### config.mk
export PLATFORM = sky130hd
export DESIGN_NAME = tmg_div
export DESIGN_NICKNAME = d
export VERILOG_FILES = /design/src/hw/rtl/tmg_pkg.sv /design/src/hw/rtl/tmg_div.sv
export SDC_FILE = /design/constraint.sdc
export NUM_CORES = 1
export LEC_CHECK = 0
export ABC_AREA = 1
export BUFFER_PORTS_ARGS = -buffer_cell sky130_fd_sc_hd__buf_2
export CORE_MARGIN = 5
export CORE_UTILIZATION = 40
export DETAILED_ROUTE_END_ITERATION = 8
export PLACE_DENSITY_LB_ADDON = 0.15
export SLEW_MARGIN = 15
export SYNTH_ARGS = -nofsm -noshare
export SYNTH_HDL_FRONTEND = slang
export SYNTH_SLANG_ARGS = --single-unit
### constraint.sdc
create_clock -name clk -period 9.65 [get_ports clk]
set_input_delay 0.4825 -clock clk [delete_from_list [all_inputs] [get_ports clk]]
set_output_delay 0.4825 -clock clk [all_outputs]
set_load 0.02 [all_outputs]
### src/hw/rtl/tmg_pkg.sv
// Shared widths, codes, tables and helpers of the torus mesh generator.
`default_nettype none

package tmg_pkg;

    localparam int IDX_W            = 9;
    localparam int SEG_W            = 9;
    localparam int RAD_W            = 16;
    localparam int CFG_W            = 16;
    localparam int CFG_IDX_W        = 2;
    localparam int POS_W            = 19;
    localparam int NRM_W            = 16;
    localparam int TEX_W            = 17;
    localparam int CW               = 32;
    localparam int ZW               = 33;
    localparam int PHASE_BITS       = 32;
    localparam int TEX_BITS         = 16;
    localparam int CORDIC_STEPS     = 16;
    localparam int CORDIC_STG       = 4;
    localparam int DIV_STG          = 8;
    localparam int MAX_SEGMENTS_DEF = 256;
    localparam int NRM_ONE          = 16384;

    localparam logic [RAD_W-1:0] OUTER_RADIUS_RST  = 16'd256;
    localparam logic [RAD_W-1:0] INNER_RADIUS_RST  = 16'd64;
    localparam logic [SEG_W-1:0] RING_SEGMENTS_RST = 9'd32;
    localparam logic [SEG_W-1:0] TUBE_SEGMENTS_RST = 9'd16;

    localparam logic [CFG_IDX_W-1:0] REG_OUTER_RADIUS  = 2'd0;
    localparam logic [CFG_IDX_W-1:0] REG_INNER_RADIUS  = 2'd1;
    localparam logic [CFG_IDX_W-1:0] REG_RING_SEGMENTS = 2'd2;
    localparam logic [CFG_IDX_W-1:0] REG_TUBE_SEGMENTS = 2'd3;

    // CORDIC start value: 1/gain in Q1.30
    localparam logic signed [CW-1:0] CORDIC_X0 = 32'sd652032874;

    // atan(2^-k) in units of 2^-32 turn
    localparam logic signed [ZW-1:0] ATAN_TURN [CORDIC_STEPS] = '{
        33'sd536870912, 33'sd316933406, 33'sd167458907, 33'sd85004756,
        33'sd42667331,  33'sd21354465,  33'sd10679838,  33'sd5340245,
        33'sd2670163,   33'sd1335087,   33'sd667544,    33'sd333772,
        33'sd166886,    33'sd83443,     33'sd41722,     33'sd20861
    };

    typedef enum logic [1:0] {
        BEAT_VERTEX,
        BEAT_TRI_ABD,
        BEAT_TRI_BCD
    } beat_t;

    typedef struct packed {
        logic               tris;
        logic [POS_W-1:0]   d;
        logic [IDX_W:0]     w;
        logic [TEX_W-1:0]   tex_u;
        logic [TEX_W-1:0]   tex_v;
    } side_t;

    function automatic logic signed [NRM_W-1:0] clamp_nrm(input logic signed [NRM_W+1:0] v);
        logic signed [NRM_W-1:0] r;
        if (v > (NRM_W+2)'(NRM_ONE))
            r = NRM_W'(NRM_ONE);
        else if (v < -((NRM_W+2)'(NRM_ONE)))
            r = -(NRM_W'(NRM_ONE));
        else
            r = v[NRM_W-1:0];
        return r;
    endfunction

endpackage

`default_nettype wire

### src/hw/rtl/tmg_div.sv
// Pipelined restoring divider: round(idx * 2^QBITS / seg), ceil(QBITS/NSTG) quotient bits per stage.
`default_nettype none

module tmg_div #(
    parameter int QBITS = tmg_pkg::PHASE_BITS,
    parameter int NSTG  = tmg_pkg::DIV_STG
) (
    input  wire logic                          clk,
    input  wire logic                          en,
    input  wire logic [tmg_pkg::IDX_W-1:0]     idx,
    input  wire logic [tmg_pkg::SEG_W-1:0]     seg,
    output logic      [QBITS:0]                quo
);

    localparam int SW  = tmg_pkg::SEG_W;
    localparam int SPS = (QBITS + NSTG - 1) / NSTG;

    logic [SW-1:0]  rem_reg [NSTG];
    logic [QBITS:0] q_reg   [NSTG];
    logic [QBITS-1:0] half;

    // low dividend bits carry the rounding offset seg/2
    assign half = QBITS'(seg >> 1);

    for (genvar s = 0; s < NSTG; s++) begin : g_stg
        logic [SW-1:0]  rin;
        logic [QBITS:0] qin;
        logic [SW-1:0]  rout;
        logic [QBITS:0] qout;

        if (s == 0) begin : g_init
            logic eq;
            // idx never exceeds seg, so the integer part is a single bit
            assign eq  = (idx == seg);
            assign rin = eq ? '0 : idx;
            assign qin = {eq, {QBITS{1'b0}}};
        end else begin : g_link
            assign rin = rem_reg[s-1];
            assign qin = q_reg[s-1];
        end

        always_comb
        begin
            logic [SW:0] r2;
            int          g;
            r2   = '0;
            g    = 0;
            rout = rin;
            qout = qin;
            for (int t = 0; t < SPS; t++)
            begin
                g = s * SPS + t;
                if (g < QBITS)
                begin
                    r2 = {rout, half[QBITS-1-g]};
                    if (r2 >= {1'b0, seg})
                    begin
                        rout            = SW'(r2 - {1'b0, seg});
                        qout[QBITS-1-g] = 1'b1;
                    end
                    else
                    begin
                        rout = r2[SW-1:0];
                    end
                end
            end
        end

        always_ff @(posedge clk)
        begin
            if (en)
            begin
                rem_reg[s] <= rout;
                q_reg[s]   <= qout;
            end
        end
    end

    assign quo = q_reg[NSTG-1];

endmodule

`default_nettype wire

---- Word-level counts from Yosys, hierarchy flattened ----
Memory sizes are Yosys's and may differ from the RTL's.
Cells that the tools add are included.
storage, ports and cells
  flip-flop bits (word level) ............. 0
  latch bits .............................. 0
  memory bits (writable) .................. 336
  memory bits (read-only) ................. 0
  input bits .............................. 20
  output and inout port bits .............. 33
  logic and storage cells ................. 134
  memories ................................ 2
memory list
  name     depth  width  rd ports  clocked after memory_dff  wr ports  RTL line       source
  q_reg    8      33     8         0                         8         tmg_div.sv:19  logic [QBITS:0] q_reg [NSTG];
  rem_reg  8      9      7         0                         8         tmg_div.sv:18  logic [SW-1:0] rem_reg [NSTG];
operators by class
  add/sub/neg operators ................... 32
  multiply operators ...................... 0
  divide/modulo/power cells ............... 0
  magnitude comparators ................... 32
  equality and inequality tests ........... 1
  shift operators ......................... 0
  mux-type cells .......................... 67
  bitwise gates (word level) .............. 0
  reduce and logical (&&, ||, !) cells .... 0
operators with widths
  operator                                         count
  10-bit by 9-bit >= comparator with 1-bit output  32
  9-bit two-way mux                                33
  9-bit subtractor                                 32
  1-bit two-way mux                                34
  9-bit == test                                    1

---- Longest topological paths before layout ----
  depth after elaboration ................. 10
  depth in mapped cells ................... 56
  mapped depth without buffers ............ 54

---- Least setup slack after synthesis ----
OpenSTA, ideal clock, no wires.
  kind .................................... in2reg
  from .................................... input seg[1] in the netlist's numbering
  to ...................................... memory rem_reg[0][2] in the netlist's numbering, data pin
  setup time .............................. 0.130 ns
  arrival ................................. 7.634 ns
  data required time ...................... 9.520 ns
  setup slack ............................. 1.886 ns
  cell stages on the path ................. 54
  buffers on the path ..................... 2
  cells stage by stage .................... inv_1 > nand2_1 > nand2_1 > nor2_1 > nand3_2 > nor2_8 > nor2_1 > inv_1 > fa_1 > o21ai_2 > nand2_1 > nand3_1 > nand2_4 > nand3_2 > buf_6 > nand2_1 > nand2_1 > ha_1 > [18 not listed] > inv_1 > nand3_4 > nand2_1 > nand2_1 > ha_1 > a21oi_1 > inv_1 > nor2_1 > nor4_1 > nor2_1 > inv_1 > nand2_1 > inv_1 > nor2_1 > inv_1 > a21oi_4 > nand3_1 > nand2_1
RTL lines
  item         RTL line       source
  from (decl)  tmg_div.sv:11  input wire logic [tmg_pkg::SEG_W-1:0] seg,
  to (decl)    tmg_div.sv:18

==> results.toml <==
[layout]
diodes = 0
multi_input_area_sq_um = 13300
fill_cells = 5171
area_delta_synth_final_pct = 10.6
regArea_sq_um = 6460
largest_reg_flops = 152
final_layout_size_suffix_gt1_frac = 0.0920
nNetsFinal = 3097

[job]
maxCapViolations = 0

[sta]
slew_viol_final = 0
hold_violations = 0
finClkSkew_ps = 30.6
worst_slew_pin_slew_ps = 1000
relSlewSlack = 0.331
setup_viol = 0
fin_setup_tns_ps = 0
layout_min_cycle_time_ps = 8370
grt_setup_unrepaired = "false"
period_share = 0.867
fmax_mhz = 119

[synthesis]
syn_nets = 3002
yosys_warnings = 0
synth_common_cells = "792 x nand2_1, 298 x inv_1, 271 x ha_1"
yosysTopAreaCell = "edfxtp_1"
synth_flop_cell = "edfxtp_1"
synth_area_sq_um = 21200
synth_edf_count = 215
postSynthAreaPerCell_sq_um = 7.85
syn_inst = 2698
synth_cell_types = 58
netlist_top_cells_area = "edfxtp_1 30%, ha_1 16%, nand2_1 14%"
async_flop_share = 0
yosysMostFrequentCell = "nand2_1"
yosys.area.top_type_share = 0.305
ys_ff_latch = 215
seq_area_frac_synth = 0.305

[setup_path]
startpoint_type = "input port"
cp_slowest_cell = "inv_1"
crit_type = "in -> reg"
cp_max_fo = 16
slowest_delay_ps = 600
critPathCaptureType = "flop"
crit_path_frequent_cell = "nand2_1"
cp.required_ps = 10080
worstPathArrival_ps = 8800

[routing]
wire_per_inst_microns = 15.9
viasPerCell = 5.20
remaining_drc_errors = 0
wl_mm = 55.7
vias = 18200
antenna_left = 0
dr.pass1.iters = 5
drtIter0Drc = 1016

[placement]
place_hpwl_mm = 42.3
place.gp.congestion = 0.906
port_buffers = 52

[grt]
grt_start_max_net_pins = 78
antenna_found_initial = 1
grt-ovfl-total = 0
grt_pass1_vias = 17800
grt_first_pass_wirelength_mm = 90.2
grt_usage = 0.191

[die]
die_h_microns = 240
row_count = 84
die_area_sq_um = 57700
die_w_microns = 240
core_area_sq_um = 52600
io_pins = 53
start_util = 0.403

[clock_network]
cts_tree = "done"
clockBufferDepth = 3
cts_setup_buffers = 0
path_clk_slew_ps = 60
ctsResizeCount = 0
numCtsBuffers = 28
clock-root-buffer = "clkbuf_16"
clock-sinks = 215
clock_latency_ps = 570
hold_buffers = 0
htreeDepth = 1

[hold_path]
hold_path_class = "in -> reg"

[status]
status = "completed"
metrics by stage:
stage / worst slack (ps) / cells / hold slack [ps] / cell area [sq um] / utilization
floorplan: 1890 / 2698 / 400 / 21200 / -
global placement: 621 / 3451 / 401 / 22400 / 0.427
detailed placement: 673 / 3451 / 405 / 22400 / 0.427
CTS: 1240 / 3503 / 318 / 23400 / 0.446
global route: 603 / 3503 / 334 / 23400 / 0.446
finish: 1280 / 3503 / 337 / 23400 / 0.446
cell type report:
class,instances,share of cell area
Clock buffer,31,0.0313
Clock inverter,21,0.0111
Inverter,326,0.0522
Multi-Input combinational cell,2129,0.568
Sequential cell,215,0.276
Tap cell,688,0.0367
Timing Repair Buffer,93,0.0247
cell families after synthesis:
kind of cell	Yosys count	synth area share
flops	215	0.305
fa+ha+maj	284	0.172
compound gates	419	0.117
xor+xnor	202	0.0835
buf+inv	354	0.0664
simple gates	1224	0.256
metal layers:
metal,share of wire,vias to the layer above,track usage
met4,0.028,0,0.0574
met5,0,-,0
met2,0.46,338,0.323
met1,0.46,8419,0.256
li1,-,9349,-
met3,0.045,99,0.0241
placed cells by master, fill, tap and decap left out, types with 4 or more instances in the layout:
| cell type | n |
|---|---|
| a21boi_1 | 4 |
| inv_2 | 28 |
| fa_1 | 13 |
| o21ai_2 | 8 |
| nor4_1 | 7 |
| a21oi_2 | 8 |
| clkinvlp_4 | 4 |
| clkinv_1 | 5 |
| buf_2 | 51 |
| nor2_2 | 4 |
| clkbuf_16 | 29 |
| inv_1 | 297 |
| nand3_4 | 7 |
| nand2_2 | 13 |
| a221oi_1 | 4 |
| o211ai_1 | 15 |
| edfxtp_1 | 215 |
| buf_4 | 41 |
| bufinv_16 | 5 |
| nand3_1 | 184 |
| nor2_1 | 104 |
| a21o_1 | 12 |
| a21oi_1 | 157 |
| a21boi_2 | 4 |
| nand4_1 | 31 |
| o31ai_1 | 4 |
| nand2_4 | 5 |
| o21ai_0 | 91 |
| o21bai_1 | 23 |
| xnor2_1 | 87 |
| nand2_1 | 792 |
| nand3_2 | 16 |
| xor2_1 | 115 |
| nor2_4 | 8 |
| nor3_1 | 36 |
| o21ai_1 | 48 |
| ha_1 | 271 |
| or2_1 | 5 |
| a31oi_1 | 27 |
worst max-delay path: cells and delay by family:
| family | cells | cell delay (ps) |
|---|---|---|
| buf+inv | 7 | 1520 |
| fa+ha+maj | 4 | 1550 |
| compound gates | 11 | 2670 |
| simple gates | 19 | 2560 |
path summary, 6_finish.rpt:
kind                       from            end  slack (ps)  cells past startpoint
setup / recovery         seg[6]  rem_reg[6][6]        1280                     41
hold / removal           seg[5]  rem_reg[6][0]         340                      3
setup reg to reg  rem_reg[5][4]  rem_reg[6][6]        1610                     38
hold reg to reg    q_reg[0][86]  q_reg[0][119]         410                      0
Power is left out: the tool's default activity adds up to more than one toggle a clock period on the data nets, which glitch-free logic cannot reach.
