--- src/hw/rtl/tmg_pkg.sv ---
// Shared widths, codes, tables and helpers of the torus mesh generator.
`default_nettype none

package tmg_pkg;

    localparam int IDX_W            = 9;
    localparam int SEG_W            = 9;
    localparam int RAD_W            = 16;
    localparam int CFG_W            = 16;
    localparam int CFG_IDX_W        = 2;
    localparam int POS_W            = 19;
    localparam int NRM_W            = 16;
    localparam int TEX_W            = 17;
    localparam int CW               = 32;
    localparam int ZW               = 33;
    localparam int PHASE_BITS       = 32;
    localparam int TEX_BITS         = 16;
    localparam int CORDIC_STEPS     = 16;
    localparam int CORDIC_STG       = 4;
    localparam int DIV_STG          = 8;
    localparam int MAX_SEGMENTS_DEF = 256;
    localparam int NRM_ONE          = 16384;

    localparam logic [RAD_W-1:0] OUTER_RADIUS_RST  = 16'd256;
    localparam logic [RAD_W-1:0] INNER_RADIUS_RST  = 16'd64;
    localparam logic [SEG_W-1:0] RING_SEGMENTS_RST = 9'd32;
    localparam logic [SEG_W-1:0] TUBE_SEGMENTS_RST = 9'd16;

    localparam logic [CFG_IDX_W-1:0] REG_OUTER_RADIUS  = 2'd0;
    localparam logic [CFG_IDX_W-1:0] REG_INNER_RADIUS  = 2'd1;
    localparam logic [CFG_IDX_W-1:0] REG_RING_SEGMENTS = 2'd2;
    localparam logic [CFG_IDX_W-1:0] REG_TUBE_SEGMENTS = 2'd3;

    // CORDIC start value: 1/gain in Q1.30
    localparam logic signed [CW-1:0] CORDIC_X0 = 32'sd652032874;

    // atan(2^-k) in units of 2^-32 turn
    localparam logic signed [ZW-1:0] ATAN_TURN [CORDIC_STEPS] = '{
        33'sd536870912, 33'sd316933406, 33'sd167458907, 33'sd85004756,
        33'sd42667331,  33'sd21354465,  33'sd10679838,  33'sd5340245,
        33'sd2670163,   33'sd1335087,   33'sd667544,    33'sd333772,
        33'sd166886,    33'sd83443,     33'sd41722,     33'sd20861
    };

    typedef enum logic [1:0] {
        BEAT_VERTEX,
        BEAT_TRI_ABD,
        BEAT_TRI_BCD
    } beat_t;

    typedef struct packed {
        logic               tris;
        logic [POS_W-1:0]   d;
        logic [IDX_W:0]     w;
        logic [TEX_W-1:0]   tex_u;
        logic [TEX_W-1:0]   tex_v;
    } side_t;

    function automatic logic signed [NRM_W-1:0] clamp_nrm(input logic signed [NRM_W+1:0] v);
        logic signed [NRM_W-1:0] r;
        if (v > (NRM_W+2)'(NRM_ONE))
            r = NRM_W'(NRM_ONE);
        else if (v < -((NRM_W+2)'(NRM_ONE)))
            r = -(NRM_W'(NRM_ONE));
        else
            r = v[NRM_W-1:0];
        return r;
    endfunction

endpackage

`default_nettype wire

--- src/hw/rtl/tmg_cordic.sv ---
// Pipelined 16-step CORDIC: cosine and sine in Q1.30 of a 32-bit turn phase.
`default_nettype none

module tmg_cordic (
    input  wire logic                              clk,
    input  wire logic                              en,
    input  wire logic        [tmg_pkg::PHASE_BITS-1:0] phase,
    output logic signed      [tmg_pkg::CW-1:0]     cos_o,
    output logic signed      [tmg_pkg::CW-1:0]     sin_o
);

    localparam int CW   = tmg_pkg::CW;
    localparam int ZW   = tmg_pkg::ZW;
    localparam int NSTG = tmg_pkg::CORDIC_STG;
    localparam int SPS  = tmg_pkg::CORDIC_STEPS / NSTG;

    logic signed [CW-1:0] x_reg    [NSTG];
    logic signed [CW-1:0] y_reg    [NSTG];
    logic signed [ZW-1:0] z_reg    [NSTG];
    logic                 flip_reg [NSTG];

    for (genvar s = 0; s < NSTG; s++) begin : g_stg
        logic signed [CW-1:0] xin;
        logic signed [CW-1:0] yin;
        logic signed [ZW-1:0] zin;
        logic                 fin;
        logic signed [CW-1:0] xout;
        logic signed [CW-1:0] yout;
        logic signed [ZW-1:0] zout;

        if (s == 0) begin : g_init
            logic [tmg_pkg::PHASE_BITS-1:0] ph;
            // second and third quadrant: rotate by half a turn and negate at the end
            assign fin = (phase[31:30] == 2'b01) || (phase[31:30] == 2'b10);
            assign ph  = fin ? {~phase[31], phase[30:0]} : phase;
            assign zin = ZW'($signed(ph));
            assign xin = tmg_pkg::CORDIC_X0;
            assign yin = '0;
        end else begin : g_link
            assign xin = x_reg[s-1];
            assign yin = y_reg[s-1];
            assign zin = z_reg[s-1];
            assign fin = flip_reg[s-1];
        end

        always_comb
        begin
            logic signed [CW-1:0] x;
            logic signed [CW-1:0] y;
            logic signed [CW-1:0] nx;
            logic signed [ZW-1:0] z;
            int                   k;
            x  = xin;
            y  = yin;
            z  = zin;
            nx = '0;
            k  = 0;
            for (int t = 0; t < SPS; t++)
            begin
                k = s * SPS + t;
                if (z >= 0)
                begin
                    nx = x - (y >>> k);
                    y  = y + (x >>> k);
                    z  = z - tmg_pkg::ATAN_TURN[k];
                end
                else
                begin
                    nx = x + (y >>> k);
                    y  = y - (x >>> k);
                    z  = z + tmg_pkg::ATAN_TURN[k];
                end
                x = nx;
            end
            if ((s == NSTG - 1) && fin)
            begin
                x = -x;
                y = -y;
            end
            xout = x;
            yout = y;
            zout = z;
        end

        always_ff @(posedge clk)
        begin
            if (en)
            begin
                x_reg[s]    <= xout;
                y_reg[s]    <= yout;
                z_reg[s]    <= zout;
                flip_reg[s] <= fin;
            end
        end
    end

    assign cos_o = x_reg[NSTG-1];
    assign sin_o = y_reg[NSTG-1];

endmodule

`default_nettype wire

--- config.mk ---
export PLATFORM = sky130hd
export DESIGN_NAME = tmg_cordic
export DESIGN_NICKNAME = d
export VERILOG_FILES = /design/src/hw/rtl/tmg_pkg.sv /design/src/hw/rtl/tmg_cordic.sv
export SDC_FILE = /design/constraint.sdc
export NUM_CORES = 2
export LEC_CHECK = 0
export BUFFER_PORTS_ARGS = -buffer_cell sky130_fd_sc_hd__buf_2
export CORE_UTILIZATION = 40
export DETAILED_ROUTE_END_ITERATION = 16
export PLACE_DENSITY_LB_ADDON = 0.3
export SYNTH_ARGS = -nofsm -noshare
export SYNTH_HDL_FRONTEND = slang
export SYNTH_SLANG_ARGS = --single-unit
--- constraint.sdc ---
create_clock -name clk -period 21.1 [get_ports clk]
set_input_delay 1.055 -clock clk [delete_from_list [all_inputs] [get_ports clk]]
set_output_delay 1.055 -clock clk [all_outputs]
set_load 0.03 [all_outputs]
==> After elaboration in Yosys (flattened, before gate mapping) <==
Memory sizes are Yosys's and may differ from the RTL's.
Index checks and enable logic that the tools add are counted.
W data, S select, Z words.
{ "op_classes": {"eq_ne": 2, "add_sub_neg": 94, "muxes": 52, "n_reduce_logical": 1, "bitwise_logic": 1, "order_cmp": 16} }
{ "ops": {"columns": ["cell", "count"], "rows": [
  ["$mux W32", 34],
  ["$mux W33", 16],
  ["$ge A33 B1 Y1 const B", 15],
  ["$add A32 B17 Y32", 2],
  ["$add A32 B18 Y32", 2],
  ["$add A32 B19 Y32", 2],
  ["$add A32 B20 Y32", 2],
  ["$add A32 B21 Y32", 2],
  ["$add A32 B22 Y32", 2],
  ["$add A32 B23 Y32", 2],
  ["$add A32 B24 Y32", 2],
  ["$add A32 B25 Y32", 2],
  ["$add A32 B26 Y32", 2],
  ["$add A32 B27 Y32", 2],
  ["$add A32 B28 Y32", 2],
  ["$add A32 B29 Y32", 2],
  ["$add A32 B30 Y32", 2],
  ["$neg A32 Y32", 2],
  ["$sub A32 B17 Y32", 2],
  ["$sub A32 B18 Y32", 2],
  ["$sub A32 B19 Y32", 2],
  ["$sub A32 B20 Y32", 2],
  ["$sub A32 B21 Y32", 2],
  ["$sub A32 B22 Y32", 2],
  ["other kinds (50)", 59]
]} }
{ "totals": {"ff_bits": 0, "mem_count": 4, "input_bits": 34, "ramBits": 392, "output_inout_bits": 64} }
{ "memory_table": {"columns": ["name", "depth", "width", "read_ports", "rd_ports_with_merged_regs", "wr", "line", "source"], "rows": [
  ["z_reg", 4, 33, 3, 0, 4, "tmg_cordic.sv:19", "logic signed [ZW-1:0] z_reg [NSTG];"],
  ["x_reg", 4, 32, 4, 0, 4, "tmg_cordic.sv:17", "logic signed [CW-1:0] x_reg [NSTG];"],
  ["y_reg", 4, 32, 4, 0, 4, "tmg_cordic.sv:18", "logic signed [CW-1:0] y_reg [NSTG];"],
  ["flip_reg", 4, 1, 3, 0, 4, "tmg_cordic.sv:20", "logic flip_reg [NSTG];"]
]} }

==> Depth between registers and ports, before layout <==
{ "depth": {"ltp_word": 11, "mapped_depth": 71, "mapped_depth_nobuf": 71} }

==> Least setup slack after synthesis <==
Ideal clock, no wire load.
{ "synth_path": {"path_type": "register -> register", "startpoint": "memory z_reg[2][32]", "endpoint": "memory y_reg[3][31], data pin", "setup_slack_ns": 5.367, "t_arrival_ns": 15.471, "path_buffers": 7, "stages_incl_launch_ff": 63, "t_required_ns": 20.837, "path_cell_list": "edfxtp_1 -> clkbuf_1 -> clkinv_1 -> ha_1 -> a21oi_1 -> o21ai_0 -> a211oi_1 -> nor4b_1 -> o221ai_1 -> o211ai_1 -> nand2_1 -> o21a_1 -> buf_2 -> inv_1 -> clkbuf_1 -> clkbuf_1 -> ha_1 -> nor2b_1 -> [27 not listed] -> nor3_1 -> nand2b_1 -> or2_2 -> o31ai_1 -> xnor2_1 -> ha_1 -> nand4_1 -> a311o_1 -> a2111oi_0 -> nor2_1 -> xnor2_1 -> or2_2 -> o41ai_1 -> nand2_1 -> o31ai_1 -> xnor2_1 -> xnor2_1 -> xnor2_1"} }
{ "synth_rtl": {"columns": ["element", "line"], "rows": [
  ["start, declared", "tmg_cordic.sv:19"],
  ["end, declared", "tmg_cordic.sv:18"]
]} }

==> out/summary.txt <==
Routed len/inst = 18.8 um
Wire length on met1 = 117000 um
Post-route ant nets = 0
Clock buffer depth = 3
Total track usage = 23.2%
Max Slew Vio Count = 0
Drc violations = 0
Leading cell type in the layout, fill and taps excluded = ha_1
Actual slew at the worst max-slew pin = 1.28 ns
Final clock skew = 0.118 ns
CTS resizes = 0
Worst setup path class = flop to flop
First-pass GRT wire length = 406000 um
# clock sinks = 358
Avg Vias per Cell = 5.87
Maxcap violations = 0
Setup TNS after final layout = 0 ns
Num ports = 98
CP peak stage delay = 1.09 ns
Final hold violations = 0
Number of enable flip-flop cells after synthesis = 358
Synth Instances = 10800
Crit path capture type = flop
Port Buffers = 97
# setup viols final = 0
Metal2 WL = 119000 um
Initial drt markers = 5819
Flops & latches, synth = 358
Highest Clock Rate = 53.0 MHz
Period Utilization, post-route = 89.5%
# diodes = 0
Status = finished clean
CP max FO = 8
Vias in the first global route = 75800
Die Area = 0.214 sq mm
Antenna violations before repair = 4
Layout cell share with drive strength beyond 1 = 4.45%
Slew HR = 13.6%
Synth area leaders = ha_1 19%, edfxtp_1 13%, xnor2_1 11%
Final min period = 18.88 ns
Ys flop type = edfxtp_1
Area Growth Syn to Fin = 6.41%
Core area = 0.210 sq mm
Most frequent cells in the layout = 1300 x ha_1, 1109 x xnor2_1, 1034 x a21oi_1, 871 x nor2_1, 737 x o21ai_0
Met3 WL = 10900 um
Dpl hpwl = 215000 um
Sequential fraction of the synthesis area = 12.7%
Worst path slowest cell = o41ai_1
Synth cell types = 114
Post-CTS setup buffers = 0
Drt total wl = 257000 um
RSZ-0062 raised after global routing = false
Syn avg cell area = 7.82 sq um
H-Tree Depth = 2
Synth Warn # = 0
CTS Root Cell = clkbuf_16
Total CTS buffers = 46
Initial core utilization = 40.4%
Final net count = 12200
RD Place Congestion = 0.975
TritonRoute pass-1 iters = 6
Num rows = 168
Post-Syn Nets = 12200
Req. time, crit path = 21.52 ns
Largest net degree at the start of global routing = 172
HP Class = flop to flop
Synth area leader = ha_1
CTS tree = done
Final cell utilization of the core = 42.9%
CP Launch Type = flop
Post-synth top area share = 19.2%
Hold_buf cts = 0
CP arrival = 19.30 ns
Die height = 462 um
Fill cells = 21000
Clock transition at path regs = 0.06 ns
Grt total ovfl = 0
Top layer in use = met4
Die X = 462 um
Synth async-reset ratio = 0%
Via count = 80400
Syn Std Cell Area = 0.0847 sq mm
Clk_lat worst skew = 0.73 ns
[final timing paths]
| kind | start | to | slack, ns | cells after the start |
|---|---|---|---|---|
| worst min-delay path | flip_reg[0] | flip_reg[1] | 0.44 | 0 |
| worst max-delay path | y_reg[2][12] | y_reg[3][31] | 2.22 | 60 |
| worst min register to register | flip_reg[0] | flip_reg[1] | 0.44 | 0 |
| worst max register to register | y_reg[2][12] | y_reg[3][31] | 2.22 | 60 |
[cell usage after synthesis, types with 156 or more instances]
library cell / instances
ha_1: 1300
xnor2_1: 1110
a21oi_1: 1035
nor2_1: 871
o21ai_0: 738
nand2_1: 702
inv_1: 565
xor2_1: 528
a21o_1: 455
edfxtp_1: 358
nor3_1: 247
o21a_1: 216
nand3_1: 195
nand2b_1: 186
o21bai_1: 166
clkbuf_1: 156
[final cells by class]
cell class	count	area, sq um	area share [%]
clock buffer	50	1170	1.29
clock inverter	35	437	0.484
inverter	571	2140	2.38
multi-input combinational	9734	71300	79.1
sequential	358	10800	11.9
tap	2805	3510	3.89
timing repair buffer	147	883	0.980
[kinds of logic (layout without fill, tap and decap cells)]
logic type / count (synthesis) / in the layout / share of synthesized area [%]
AO/OA/AOI/OAI: 3596 / 3596 / 27.4
XOR/XNOR: 1655 / 1655 / 17.4
adder cells (fa/ha/maj): 1337 / 1337 / 20.1
buffers and inverters: 748 / 803 / 3.32
flip-flops: 358 / 358 / 12.7
multiplexers: 120 / 120 / 1.54
AND/OR/NAND/NOR: 3026 / 3026 / 17.6
[worst max-delay path, delay by kind of cell (launching register included)]
family	cells	cell delay, ns
AND/OR/NAND/NOR	31	8.88
AO/OA/AOI/OAI	15	6.29
adder cells (fa/ha/maj)	5	1.51
XOR/XNOR	6	0.95
flip-flops	1	0.48
multiplexers	1	0.32
buffers and inverters	2	0.20
[stage by stage]
stage                     cell area [sq um]  hold slack (ns)  setup slack (ns)  cells
after floorplan                       84700            0.400              5.37  10800
final                                 90200            0.438              2.22  13700
after global routing                  90200            0.450             0.907  13700
after detailed placement              88600            0.427              2.48  13600
after CTS                             90200            0.442              2.43  13700
after global placement                88600            0.421              2.79  13600
[layer usage]
layer	up-vias	track usage, %
li1	40100	-
met3	386	1.50
met5	-	0
met4	0	8.43
met1	37800	30.4
met2	2082	40.0
Power is not shown: default switching activity piles up to over one toggle a cycle in this logic, so the estimate is an artifact.
